`config.mk`:
```
export PLATFORM = sky130hd
export DESIGN_NAME = tpa_pipe_reg
export DESIGN_NICKNAME = d
export VERILOG_FILES = /design/src/rtl/triangle_perimeter_area_unit_defines.svh /design/src/rtl/tpa_pipe_reg.sv
export SDC_FILE = /design/constraint.sdc
export NUM_CORES = 1
export LEC_CHECK = 0
export BUFFER_PORTS_ARGS = -buffer_cell sky130_fd_sc_hd__buf_2
export CAP_MARGIN = 25
export CORE_AREA = 2 2 39 41
export DETAILED_ROUTE_END_ITERATION = 16
export DIE_AREA = 0 0 41 43
export SYNTH_ARGS = -nofsm -noshare
export SYNTH_HDL_FRONTEND = slang
export SYNTH_SLANG_ARGS = --single-unit
```
`constraint.sdc`:
```
create_clock -name clk_i -period 1.2 [get_ports clk_i]
set_clock_uncertainty 0.05 [all_clocks]
set_input_delay 0.24 -clock clk_i [delete_from_list [all_inputs] [get_ports clk_i]]
set_output_delay 0.24 -clock clk_i [all_outputs]
set_load 0.02 [all_outputs]
```
`src/rtl/triangle_perimeter_area_unit_defines.svh`:
```
// Assertion macros for the triangle perimeter and area unit.
// Expects clk_i and rst_ni in the scope that uses them.
`ifndef TRIANGLE_PERIMETER_AREA_UNIT_DEFINES_SVH
`define TRIANGLE_PERIMETER_AREA_UNIT_DEFINES_SVH

// Same-cycle implication, checked out of reset.
`define TPA_ASSERT_NOW(lbl, ante, cons, msg) \
  lbl: assert property (@(posedge clk_i) disable iff (!rst_ni) (ante) |-> (cons)) \
    else $error(msg);

// Next-cycle implication, checked out of reset.
`define TPA_ASSERT_NEXT(lbl, ante, cons, msg) \
  lbl: assert property (@(posedge clk_i) disable iff (!rst_ni) (ante) |=> (cons)) \
    else $error(msg);

`endif

```
`src/rtl/tpa_pipe_reg.sv`:
```
// One valid/ready register stage carrying an opaque data word.
// No dependencies.
module tpa_pipe_reg #(
  parameter int unsigned W = 8
) (
  input  logic         clk_i,
  input  logic         rst_ni,
  input  logic         valid_i,
  output logic         ready_o,
  input  logic [W-1:0] data_i,
  output logic         valid_o,
  input  logic         ready_i,
  output logic [W-1:0] data_o
);

  logic         valid_q;
  logic [W-1:0] data_q;

  // The stage takes a new beat whenever it is empty or its beat leaves.
  assign ready_o = !valid_q || ready_i;

  always_ff @(posedge clk_i or negedge rst_ni) begin
    if (!rst_ni) begin
      valid_q <= 1'b0;
    end else if (ready_o) begin
      valid_q <= valid_i;
    end
  end

  always_ff @(posedge clk_i) begin
    if (ready_o && valid_i) begin
      data_q <= data_i;
    end
  end

  assign valid_o = valid_q;
  assign data_o  = data_q;

endmodule

```
Word-level counts from Yosys, hierarchy flattened

Cells that the tools add are included.

Register bits: 9
Input port bits: 12
Output and inout port bits: 10
Logic and storage cells: 5

Reduce and logical (&&, ||, !) cells: 3

Operators by type and width:

| operator            | count |
|---|---|
| $logic_and A1 B1 Y1 | 1 |
| $logic_not A1 Y1    | 1 |
| $logic_or A1 B1 Y1  | 1 |

Depth between registers and ports, before layout

Depth in word-level cells: 3
Gate-level depth with buffers: 2
Gate-level depth less buffers: 2

Worst setup path before layout

Ideal clock, no wire load.

Kind: reg2reg
From: register valid_q, in the netlist valid_o
To: register data_q[0], in the netlist data_o[0] (enable)
Library setup time: 300 ps
Arrival time: 796 ps
Required time: 850 ps
Path slack: 54 ps
Stages on the path, launching flop included: 3
Buffers on the path: 0
Period minus slack after synthesis: 1,146 ps
Cells stage by stage: dfrtp_1 -> nand2b_4 -> and2_4

Longest elaborated chain between the ends: 3

Ends and longest elaborated chain:

| item                   | line               | text |
|---|---|---|
| start, declared        | tpa_pipe_reg.sv:16 | `logic valid_q;` |
| start signal, assigned | tpa_pipe_reg.sv:26 | `valid_q <= valid_i;` |
| $logic_not A1 Y1       | tpa_pipe_reg.sv:20 | `assign ready_o = !valid_q \|\| ready_i;` |
| $logic_or A1 B1 Y1     | tpa_pipe_reg.sv:20 |  |
| via ready_o            | tpa_pipe_reg.sv:9  | `output logic ready_o,` |
| $logic_and A1 B1 Y1    | tpa_pipe_reg.sv:31 | `if (ready_o && valid_i) begin` |
| end signal, assigned   | tpa_pipe_reg.sv:32 | `data_q <= data_i;` |
| end, declared          | tpa_pipe_reg.sv:17 | `logic [W-1:0] data_q;` |

The timed path passes the listed nets, and every way through them passes these cells.
A chain may end at the register's enable or synchronous reset.

Worst setup path in the final report

From: register valid_q, in the netlist valid_o
To: output port ready_o

Longest elaborated chain between the ends: 2

Ends and longest elaborated chain:

| item               | line |
|---|---|
| $logic_not A1 Y1   | tpa_pipe_reg.sv:20 |
| $logic_or A1 B1 Y1 | tpa_pipe_reg.sv:20 |
| end, declared      | tpa_pipe_reg.sv:9 |

No other way between the ends.

==> results.sh <==
export IMPL_crit_arrival_ps=860
export IMPL_final_max_slew_violation_count=0
export IMPL_drive_above_1_share=0.684
export IMPL_final_core_util=0.334
export IMPL_final_common_cell="buf_2"
export IMPL_rows=14
export IMPL_holdPathStages=1
export IMPL_ys_types=5
export IMPL_yosysTopAreaCell="edfxtp_1"
export IMPL_antenna_found_initial=0
export IMPL_synth_area_leaders="edfxtp_1, dfrtp_1, nand2b_4"
export IMPL_vias_per_cell=3.61
export IMPL_drt_pass1_iterations=2
export IMPL_rsz0062_at_grt="false"
export IMPL_fin_crit_sh=0.957
export IMPL_ant_nets=0
export IMPL_areaGrowthSynthToFinish_pct=57.0
export IMPL_path_max_fanout=3
export IMPL_die_area_um2=1760
export IMPL_ys_seq_elements=9
export IMPL_syn_cell_area_um2=294
export IMPL_gp_congestion=0.563
export IMPL_grt_total_usage=0.0622
export IMPL_dr_total_vias=195
export IMPL_status="complete, no violations"
export IMPL_boundaryPins=22
export IMPL_seq_area_frac_synth=0.902
export IMPL_crit_path_end_kind="output port"
export IMPL_core_area_um2=1380
export IMPL_hold_viol=0
export IMPL_peakVddDrop_mv=0.720
export IMPL_fill_cells=139
export IMPL_layout_nets=51
export IMPL_grt_pass1_vias=164
export IMPL_syn_nets=24
export IMPL_netlist_area_leader_share=0.817
export IMPL_crit_type="reg -> out"
export IMPL_min_path_type="in -> reg"
export IMPL_port_buffer_count=21
export IMPL_avgSynthCellArea_um2=24.5
export IMPL_worst_r2r_cell_count=2
export IMPL_tritoncts="built"
export IMPL_cts_max_level=1
export IMPL_cts_inserted_buffers=3
export IMPL_clock_latency_ps=250
export IMPL_finalSetupViolCount=0
export IMPL_grt_max_degree=9
export IMPL_fin_crit_ps=1150
export IMPL_cts_root_buf="clkbuf_4"
export IMPL_grt_pass1_wl_um=634
export IMPL_drv_cap=0
export IMPL_initial_core_util=0.212
export IMPL_required_ps=910
export IMPL_cp_start_kind="flop"
export IMPL_die_width_um=41
export IMPL_setup_tns_ps=0
export IMPL_wl_um=489
export IMPL_initialDrtViolationCount=1
export IMPL_clock_fmax_ghz=0.870
export IMPL_grt_overflow_total=0
export IMPL_yosysWarnings=0
export IMPL_cts_num_sinks=9
export IMPL_max_slew_worst_pin_slew_ps=127
export IMPL_p_per_area_nw_per_um2=1450
export IMPL_wire_per_inst_um=9.06
export IMPL_max_slew_margin=0.915
export IMPL_drcViolationCount=0
export IMPL_syn_inst=12
export IMPL_final_cell_mix="buf_2, edfxtp_1, clkbuf_4"
export IMPL_ctsLongestPathBuffers=2
export IMPL_path_clk_slew_ps=60
export IMPL_antenna_cells=0
export IMPL_leakagePower_nw=0.206
export IMPL_die_y_um=43
-- path summary, 6_finish.rpt --
path	startpoint	end	slack, ps
max	valid_o$_DFFE_PN0P_	ready_o	50
min	data_i[0]	data_o[0]$_DFFE_PP_	110
max reg2reg	valid_o$_DFFE_PN0P_	data_o[2]$_DFFE_PP_	160
min reg2reg	valid_o$_DFFE_PN0P_	valid_o$_DFFE_PN0P_	500
max in group asynchronous	rst_ni	valid_o$_DFFE_PN0P_	780
min in group asynchronous	rst_ni	valid_o$_DFFE_PN0P_	240
-- routing by layer --
metal | share of wire | track usage | vias up
li1 | - | - | 99
met1 | 0.46 | 0.0542 | 78
met2 | 0.35 | 0.0844 | 18
met3 | 0.19 | 0.0785 | 0
met4 | 0 | 0.0200 | 0
met5 | 0 | 0 | -
-- Yosys cell counts --
cell type	instances
and2_4	1
nand2b_4	1
nand2b_1	1
dfrtp_1	1
edfxtp_1	8
-- flip-flops by register name, summed over array words and instances (netlist names) --
name / flops
valid_o: 1
data_o: 8
-- worst max-delay path, stage by stage (launching register included) --
cell      delay [ps]
dfrtp_1          410
nand2b_4          90
buf_6            110
-- layout make-up --
| type | instances | area, um2 | share of cell area |
|---|---|---|---|
| sequential | 9 | 265 | 0.575 |
| clock buffer | 4 | 26.3 | 0.0569 |
| timing repair buffer | 22 | 121 | 0.263 |
| tap | 16 | 20.0 | 0.0434 |
| multi-input combinational | 3 | 28.8 | 0.0623 |
-- where the power goes --
part	internal (W)	switching, W	leakage (nW)
Sequential	0.000362	0.00000516	0.0869
Clock	0.000127	0.0000958	0.0150
Combinational	0.0000367	0.0000445	0.104
Total	0.000526	0.000145	0.206
-- metrics by stage --
step / setup slack (ps) / power (W) / hold WS [ps] / instance area, um2 / std cells
3_3_place_gp: 196 / 0.000450 / -34.6 / 419 / 49
3_5_place_dp: 174 / 0.000451 / -32.1 / 419 / 49
4_1_cts: 17.8 / 0.000686 / 98.5 / 458 / 54
5_1_grt: 8.60 / 0.000710 / 93.8 / 462 / 54
6_report: 51.2 / 0.000672 / 110 / 462 / 54
2_1_floorplan: 54.4 / 0.000414 / -106 / 294 / 12
-- what timing repair did --
action | CTS | global route
endpoints found under the setup margin | 1 | 1
setup buffers | 0 | 0
gates resized for setup | 1 | 1
hold endpoints to repair | 1 | 0
hold buffers | 1 | 0
pin swaps | 0 | 0
-- cells by family (layout without fill, tap and decap cells) --
kind of cell,after synthesis,after routing,share of synthesized area
buf+inv,0,26,0
flops,9,9,0.902
simple gates,3,3,0.0979
Note: power is estimated with default switching activity, not from simulation.
