[src/rtl/triangle_perimeter_area_unit_defines.svh]
// Assertion macros for the triangle perimeter and area unit.
// Expects clk_i and rst_ni in the scope that uses them.
`ifndef TRIANGLE_PERIMETER_AREA_UNIT_DEFINES_SVH
`define TRIANGLE_PERIMETER_AREA_UNIT_DEFINES_SVH

// Same-cycle implication, checked out of reset.
`define TPA_ASSERT_NOW(lbl, ante, cons, msg) \
  lbl: assert property (@(posedge clk_i) disable iff (!rst_ni) (ante) |-> (cons)) \
    else $error(msg);

// Next-cycle implication, checked out of reset.
`define TPA_ASSERT_NEXT(lbl, ante, cons, msg) \
  lbl: assert property (@(posedge clk_i) disable iff (!rst_ni) (ante) |=> (cons)) \
    else $error(msg);

`endif

[src/rtl/tpa_sqrt_cell.sv]
// One digit step of a square root, over several lanes, with its own stage register.
// No dependencies.
module tpa_sqrt_cell #(
  parameter int unsigned LANES = 1,
  parameter int unsigned RAD_W = 8,
  parameter int unsigned PAY_W = 1
) (
  input  logic                                   clk_i,
  input  logic                                   rst_ni,
  input  logic                                   valid_i,
  output logic                                   ready_o,
  input  logic [LANES-1:0][RAD_W-1:0]            x_i,
  input  logic [LANES-1:0][RAD_W/2+2:0]          rem_i,
  input  logic [LANES-1:0][RAD_W/2-1:0]          root_i,
  input  logic [PAY_W-1:0]                       pay_i,
  output logic                                   valid_o,
  input  logic                                   ready_i,
  output logic [LANES-1:0][RAD_W-1:0]            x_o,
  output logic [LANES-1:0][RAD_W/2+2:0]          rem_o,
  output logic [LANES-1:0][RAD_W/2-1:0]          root_o,
  output logic [PAY_W-1:0]                       pay_o
);

  localparam int unsigned ROOT_W = RAD_W / 2;
  localparam int unsigned REM_W  = ROOT_W + 3;

  logic                              valid_q;
  logic [LANES-1:0][RAD_W-1:0]       x_d, x_q;
  logic [LANES-1:0][REM_W-1:0]       rem_d, rem_q;
  logic [LANES-1:0][ROOT_W-1:0]      root_d, root_q;
  logic [PAY_W-1:0]                  pay_q;

  // Bring down the next two radicand bits and try the odd trial value 4r+1.
  always_comb begin
    logic [REM_W-1:0] rs;
    logic [REM_W-1:0] trial;
    logic             ge;
    for (int l = 0; l < LANES; l++) begin
      rs        = {rem_i[l][REM_W-3:0], x_i[l][RAD_W-1 -: 2]};
      trial     = {1'b0, root_i[l], 2'b01};
      ge        = (rs >= trial);
      rem_d[l]  = ge ? (rs - trial) : rs;
      root_d[l] = {root_i[l][ROOT_W-2:0], ge};
      x_d[l]    = {x_i[l][RAD_W-3:0], 2'b00};
    end
  end

  assign ready_o = !valid_q || ready_i;

  always_ff @(posedge clk_i or negedge rst_ni) begin
    if (!rst_ni) begin
      valid_q <= 1'b0;
    end else if (ready_o) begin
      valid_q <= valid_i;
    end
  end

  always_ff @(posedge clk_i) begin
    if (ready_o && valid_i) begin
      x_q    <= x_d;
      rem_q  <= rem_d;
      root_q <= root_d;
      pay_q  <= pay_i;
    end
  end

  assign valid_o = valid_q;
  assign x_o     = x_q;
  assign rem_o   = rem_q;
  assign root_o  = root_q;
  assign pay_o   = pay_q;

endmodule

[config.mk]
export PLATFORM = sky130hd
export DESIGN_NAME = tpa_sqrt_cell
export DESIGN_NICKNAME = d
export VERILOG_FILES = /design/src/rtl/triangle_perimeter_area_unit_defines.svh /design/src/rtl/tpa_sqrt_cell.sv
export SDC_FILE = /design/constraint.sdc
export NUM_CORES = 1
export LEC_CHECK = 0
export ABC_AREA = 1
export BUFFER_PORTS_ARGS = -buffer_cell sky130_fd_sc_hd__buf_4
export CORE_MARGIN = 2
export CORE_UTILIZATION = 49
export CTS_CLUSTER_SIZE = 20
export DETAILED_ROUTE_END_ITERATION = 7
export HOLD_SLACK_MARGIN = 0.06
export PLACE_DENSITY = 0.83
export REMOVE_ABC_BUFFERS = 1
export SLEW_MARGIN = 30
export SYNTH_ARGS = -nofsm -noshare
export SYNTH_HDL_FRONTEND = slang
export SYNTH_SLANG_ARGS = --single-unit
[constraint.sdc]
create_clock -name clk_i -period 4.2 [get_ports clk_i]
set_input_delay 0.84 -clock clk_i [delete_from_list [all_inputs] [get_ports clk_i]]
set_output_delay 0.84 -clock clk_i [all_outputs]
set_load 0.01 [all_outputs]
Word-level counts from Yosys, hierarchy flattened
Index checks and enable logic that the tools add are counted.

Flip-flop bits (word level): 19. Bits of input ports: 24. Output and inout bits: 22. Word-level logic and storage cells: 11.

Add/sub/neg operators: 1. $lt $le $gt $ge: 1. Multiplexer cells: 1. Reductions and logical operators: 3.

Operators with widths (number): 7-bit by 6-bit >= comparator with 1-bit output (1); 7-bit 2-to-1 mux (1); 7-bit by 6-bit subtractor with 7-bit output (1); 1-bit logical AND (1); 1-bit zero test (1); 1-bit logical OR (1).

Logic depth before layout (Yosys ltp)
Gate-level depths: netlist of run 1.

Depth after elaboration: 3. Depth in mapped cells: 9. Gate-level depth less buffers: 9.

Least setup slack after synthesis of run 1
OpenSTA, ideal clock, no wires.

Path type: input-to-reg. Start: input valid_i. End: register pay_q (netlist: pay_o) (enable). Library setup time: 399 ps. Arrival time: 1792 ps. Data required time: 3801 ps. Path slack: 2009 ps. Stages on the path: 2. Buffers on the path: 0. Cells stage by stage: inv_1 > a21oi_1.

Word-level cells in the longest chain between the ends: 1.

Ends and longest elaborated chain: start, declared (line tpa_sqrt_cell.sv:10) `input logic valid_i,`; 1-bit logical AND (line tpa_sqrt_cell.sv:59) `if (ready_o && valid_i) begin`; end signal, assigned (line tpa_sqrt_cell.sv:63) `pay_q <= pay_i;`; end, declared (line tpa_sqrt_cell.sv:31) `logic [PAY_W-1:0] pay_q;`.

Every way passes these cells. A chain may end at the register's enable or synchronous reset.

Final worst setup path of run 1
Start: input ready_i. End: output ready_o.

Word-level cells in the longest chain between the ends: 1.

Ends and longest elaborated chain: start, declared (line tpa_sqrt_cell.sv:17) `input logic ready_i,`; 1-bit logical OR (line tpa_sqrt_cell.sv:48) `assign ready_o = !valid_q || ready_i;`; end, declared (line tpa_sqrt_cell.sv:11) `output logic ready_o,`.

Every way passes these cells.

==> results of run 1 <==
-- layout by cell type (no fill, tap or decap) --
cell / synthesis / final
inv_1: 20 / 20
clkbuf_1: 0 / 1
nand2_1: 33 / 33
edfxtp_1: 18 / 18
o21ai_0: 1 / 1
dfrtp_1: 1 / 1
or2_0: 1 / 1
ha_1: 6 / 6
nand4_1: 1 / 1
nor3_1: 1 / 1
xnor2_1: 1 / 1
buf_4: 2 / 42
nor2_1: 3 / 3
a21oi_2: 1 / 1
nand3_2: 1 / 1
nand3_1: 6 / 6
o21ai_1: 1 / 1
clkbuf_4: 0 / 3
xor2_1: 2 / 2
conb_1: 1 / 2
nor2_4: 1 / 1
a21oi_1: 4 / 4
-- layer usage --
metal  wire, um  vias to the layer above  share of wire [%]  GRT usage, %
met5          0                        -                  0             0
met4         38                        0                2.0          8.57
met3        148                        4                7.9          3.07
met2        942                       40                 50          30.6
met1        751                      365                 40          16.9
li1           -                      422                  -             -
-- stage by stage --
stage	hold WS, ns	total power, mW
after floorplan	0.544	0.288
after global placement	0.501	0.332
after detailed placement	0.549	0.336
after CTS	0.307	0.418
after global routing	0.287	0.437
final	0.317	0.414
-- flip-flops by register name, summed over array words and instances, names as in the netlist --
signal,flops
root_o,4
x_o,6
valid_o,1
pay_o,1
rem_o,7
-- cells in the mapped netlist (all sizes together) --
cell type / count / area, um2
nand3: 7 / 40.0
nand4: 1 / 6.26
inv: 20 / 75.1
a21oi: 5 / 28.8
o21ai: 2 / 10.0
or2: 1 / 6.26
ha: 6 / 75.1
conb: 1 / 3.75
nor2: 4 / 22.5
xor2: 2 / 17.5
nand2: 33 / 124
nor3: 1 / 5.00
xnor2: 1 / 8.76
edfxtp: 18 / 541
buf: 2 / 15.0
dfrtp: 1 / 25.0
-- where the power goes --
part           internal [mW]  total (mW)  leakage (nW)  switching, mW
Combinational         0.0485       0.103         0.506         0.0541
Sequential             0.225       0.228         0.182        0.00339
Clock                 0.0368      0.0830        0.0150         0.0462
-- final cells by class --
cell class | instances | area [um2]
Fill cell | 141 | 574
Sequential cell | 19 | 566
Multi-Input combinational cell | 65 | 352
Timing Repair Buffer | 42 | 315
Inverter | 20 | 75.1
Tap cell | 27 | 33.8
Clock buffer | 4 | 26.3
-- cells by family (layout without fill, tap and decap cells) --
family          after synthesis  after routing
simple gates                 47             47
buf+inv                      22             66
flops                        19             19
compound gates                7              7
fa+ha+maj                     6              6
xor+xnor                      3              3
other cells                   1              2
-- worst max-delay path by stage --
stage / to / cells past startpoint
detailed placement: rem_o[5] / 8
global placement: rem_o[5] / 8
floorplan: pay_o / 2
CTS: ready_o / 4
finish: ready_o / 4
global route: ready_o / 4
==> impl_metrics.ini, run 1 <==
[grt]
track_usage_pct = 16.3
grt_max_degree = 19
antenna_found_initial = 0
grt_remaining_overflow = 0
grt_pass1_vias = 755
grt_pass1_wl_um = 2990

[timing]
layout_setup_ws_ns = 2.13
fin_crit_sh_pct = 49.3
clock_skew_ns = 0.00129
rsz0062_at_grt = no
hold_viol_final = 0
slew_violations = 0
finalSetupTns_ns = 0
final-setup-viol-count = 0
period_needed_ns = 2.07
fmax_ghz = 0.483

[placement]
post-place-ws_ns = 1.95
place_area_um2 = 1340
gp_congestion = 0.830
dpl.hpwl_um = 1560
io_buffers = 41
dp.cells = 173

[detailed_routing]
wl_um = 1880
ant_nets = 0
wire_per_inst_um = 10.6
via_per_inst = 4.69
first_pass_iters = 6
drc = 0
first_iter_violations = 16
vias = 831

[critical_path]
start_kind = primary input
critPathKind = in2out
cp.required_ns = 3.36
slowest_delay_ns = 0.15
critical_path.cell_chain = buf_4 -> inv_1 -> nand2_1 -> buf_4
worstRegToRegCells = 2
r2r-end = x_o[5]
ff2ff_setup_slack_ns = 3.06
crit_fanout = 2
r2r_start = valid_o
critPathLaunch = ready_i
arrival_ns = 1.23
worst-path-buf-inv = 3
crit_family = buffers and inverters
cp_common_cell = buf_4
critPathSlowestCell = buf_4
critPathCaptureType = output port

[die]
ios = 46
rows = 16
die_h_um = 49.3
core-area_um2 = 1940
dieWidth_um = 49.3
die_area_um2 = 2430
initial_core_util_pct = 51.7

[clock_network]
cts_buffer_depth = 2
clock_sinks = 19
cts_max_level = 1
cts-buffers-inserted = 3
postCtsSetupBuffers = 0
clk_latency_ns = 0.28
clk_pin_slew_ns = 0.09
cts-root-buf = clkbuf_4
post_cts_resized = 0
tritoncts = yes
cts_hold_buf = 0

[cells_and_area]
nets = 181
n_antenna_cell = 0
area_growth_pct = 36.3
drive_gt1_share_pct = 32.0
instances_no_fill = 177
final_area_um2 = 1370
finish.utilization_pct = 70.4

[power]
p_leak_nw = 0.704
vdd_drop_max_uv = 165
powerDensity_nw_per_um2 = 302

[synth]
avgSynthCellArea_um2 = 9.56
ys_types = 20
yosys.area_share.xor_xnor_pct = 2.62
syn_inst = 105
synth_compound_area_share_pct = 3.87
ys_seq_area_share_pct = 56.4
synth_top_family_by_area = simple AND/OR/NAND/NOR gates
ys_seq_elements = 19
synth_mux_area_share_pct = 0
netlist_area_um2 = 1000
yosys.area_share.simple_pct = 20.3
synth_fa_ha_area_share_pct = 7.48
yosysWarnings = 0

[run_status]
outcome = complete, no violations

[run]
drv_cap = 0

[worst_hold_path]
holdCritPathClass = in2async
No activity file was read; power rests on OpenSTA's default activity.
==> run 2: changes to the inputs <==
- ABC_AREA: 1 -> 0
- CORE_ASPECT_RATIO: not set -> 0.6
- CORE_UTILIZATION: 49 -> 40
- PLACE_DENSITY: 0.83 -> 0.73
- clock period: 4.2 -> 1.68 ns (I/O delays scaled with it)
==> run 2 against run 1 <==
Effect of this change:
- clock power grew to 3.9 times the previous value
- synthesized area is 3.9% lower
- cell count is 9.0% lower
- synthesized cell count is 33% lower
- core utilization is 0.94 points higher
- highest routed layer unchanged
==> impl_metrics.ini, run 2 <==
[run_status]
outcome = complete, no violations

[critical_path]
crit_fanout = 5
critical_path.cell_chain = buf_8 -> ha_4 -> o211ai_4 -> o221ai_4 -> a21boi_4 -> mux2_4
start_kind = primary input
critPathCaptureType = register
critPathKind = in2reg
r2r_start = valid_o
critPathSlowestCell = mux2_4
slowest_delay_ns = 0.32
worstRegToRegCells = 2
cp.required_ns = 1.70
r2r-end = root_o[0]
arrival_ns = 1.69
ff2ff_setup_slack_ns = 0.15
critPathLaunch = rem_i[0]
crit_family = compound AO/OA/AOI/OAI gates
worst-path-buf-inv = 1

[timing]
timing.slew.headroom_pct = 45.6
rsz0062_at_grt = yes
whs_ns = 0.249
timing_worst_slew_pin_value_ns = 0.815
slew_violations = 0
finalSetupTns_ns = 0
period_needed_ns = 1.67
hold_viol_final = 0
fmax_ghz = 0.599
clock_skew_ns = 0.00670
final-setup-viol-count = 0
fin_crit_sh_pct = 99.4

[power]
p_leak_nw = 0.694
netSwitchingFraction_pct = 25.7
p_int_uw = 939
seqPwrFrac_pct = 45.3
vdd_drop_max_uv = 356
p_comb_share_pct = 29.0
powerDensity_nw_per_um2 = 795
pwr-share-clk_pct = 25.6
power.switching_uw = 325

[die]
die_h_um = 42.0
ios = 46
core-area_um2 = 2230
die_area_um2 = 2830
dieWidth_um = 67.4
rows = 13
initial_core_util_pct = 43.3

[cells_and_area]
fillers = 148
nets = 162
finish.utilization_pct = 71.4
largest_reg_flops = 7
final_common_cell = buf_4
final_cell_mix = buf_4, edfxtp_1, inv_1
n_antenna_cell = 0
drive_gt1_share_pct = 58.0
area_growth_pct = 64.9

[synth]
async_reset_ff_share_pct = 5.26
ys_seq_area_share_pct = 58.6
ys.flop_type = edfxtp_1
synth_most_common_cell = edfxtp_1
netlist_area_um2 = 965
ys_types = 27
synth_area_leaders = edfxtp_1, ha_1, mux2_2, inv_1, xnor2_1
yosys.area.top_type = edfxtp_1
avgSynthCellArea_um2 = 13.8
yosysWarnings = 0
syn_inst = 70
synth_common_cells = edfxtp_1, inv_1, ha_1, mux2_2
synth_edf_count = 18
ys_seq_elements = 19
synth_top_area_share_pct = 56.0

[clock_network]
clock_sinks = 19
clk_latency_ns = 0.27
clk_pin_slew_ns = 0.07
cts-root-buf = clkbuf_8
cts_max_level = 1
cts_buffer_depth = 2
tritoncts = yes
cts-buffers-inserted = 3

[worst_hold_path]
holdCritPathClass = in2reg
hold_end = x_o[3]
hold_depth = 1
min_from = x_i[1]

[run]
drv_cap = 0

[grt]
grt_pass1_wl_um = 3300
antenna_found_initial = 0
grt_max_degree = 19
grt_pass1_vias = 711
grt_remaining_overflow = 0
track_usage_pct = 16.3

[detailed_routing]
ant_nets = 0
via_per_inst = 4.76
wire_per_inst_um = 14.4
drc = 0
first_pass_iters = 4
wl_um = 2330
vias = 767
first_iter_violations = 35

[placement]
gp_congestion = 0.823
io_buffers = 41
dpl.hpwl_um = 1620
## run 2: changes by cell type after synthesis, moves of 2 or more
cell,delta
xnor2_1,+2
inv_1,-11
mux2_2,+4
nand2_1,-31
nand3_1,-5
nand2b_1,+2
a21oi_1,-2
o21a_1,+2
## run 2: repair_timing
item / in CTS / in global routing
buffers inserted: 1 / 4
gates resized for setup: 11 / 11
cloned: 0 / 0
hold endpoints to repair: 1 / 0
hold buffers: 1 / 0
endpoints found under the setup margin: 6 / 6
pin swaps: 4 / 6
## run 2: layout make-up
type	count	area [um2]	share of cell area, %
flip-flops and latches	19	566	35.6
repair buffers	58	460	29.0
multi-input cells	41	442	27.8
clock buffers	3	41.3	2.60
inverters	9	38.8	2.44
well taps	30	37.5	2.36
clock inverters	1	5.00	0.315
## run 2: worst max-delay path by stage
stage | to | slack, ns | cells after the start
2_1_floorplan | rem_o[2] | -0.24 | 6
3_3_place_gp | rem_o[2] | -0.32 | 6
3_5_place_dp | rem_o[3] | -0.38 | 6
4_1_cts | rem_o[5] | 0.004 | 8
5_1_grt | rem_o[3] | -0.03 | 7
6_report | rem_o[4] | 0.009 | 6
## run 2: cells by family after synthesis
group	Yosys count	synth area share, %
AO/OA/AOI/OAI	12	10.9
XOR/XNOR	4	3.63
adder cells (fa/ha/maj)	6	7.78
buffers and inverters	11	5.06
flip-flops	19	58.6
multiplexers	5	5.71
other	1	0.389
AND/OR/NAND/NOR	12	7.91
## run 2: power groups by stage
stage	clock (mW)	combinational [mW]	sequential, mW
floorplan	0	0.125	0.601
global placement	0	0.281	0.582
detailed placement	0	0.288	0.584
CTS	0.322	0.325	0.573
global route	0.348	0.393	0.576
finish	0.324	0.367	0.573
## run 2: layer usage
layer  GRT usage, %  vias up  wire length, um
met4           4.90        0               81
met5              0        -                0
met2           28.5       44             1050
li1               -      370                -
met3           5.65        7              240
met1           18.6      346              955
## run 2: metrics by stage
stage,cell area [um2],instances,total power [mW],worst slack (ns)
floorplan,953,69,0.726,-0.240
global placement,1380,151,0.864,-0.316
detailed placement,1380,151,0.872,-0.378
CTS,1500,157,1.22,0.00391
global route,1590,161,1.32,-0.0336
finish,1590,161,1.26,0.00947
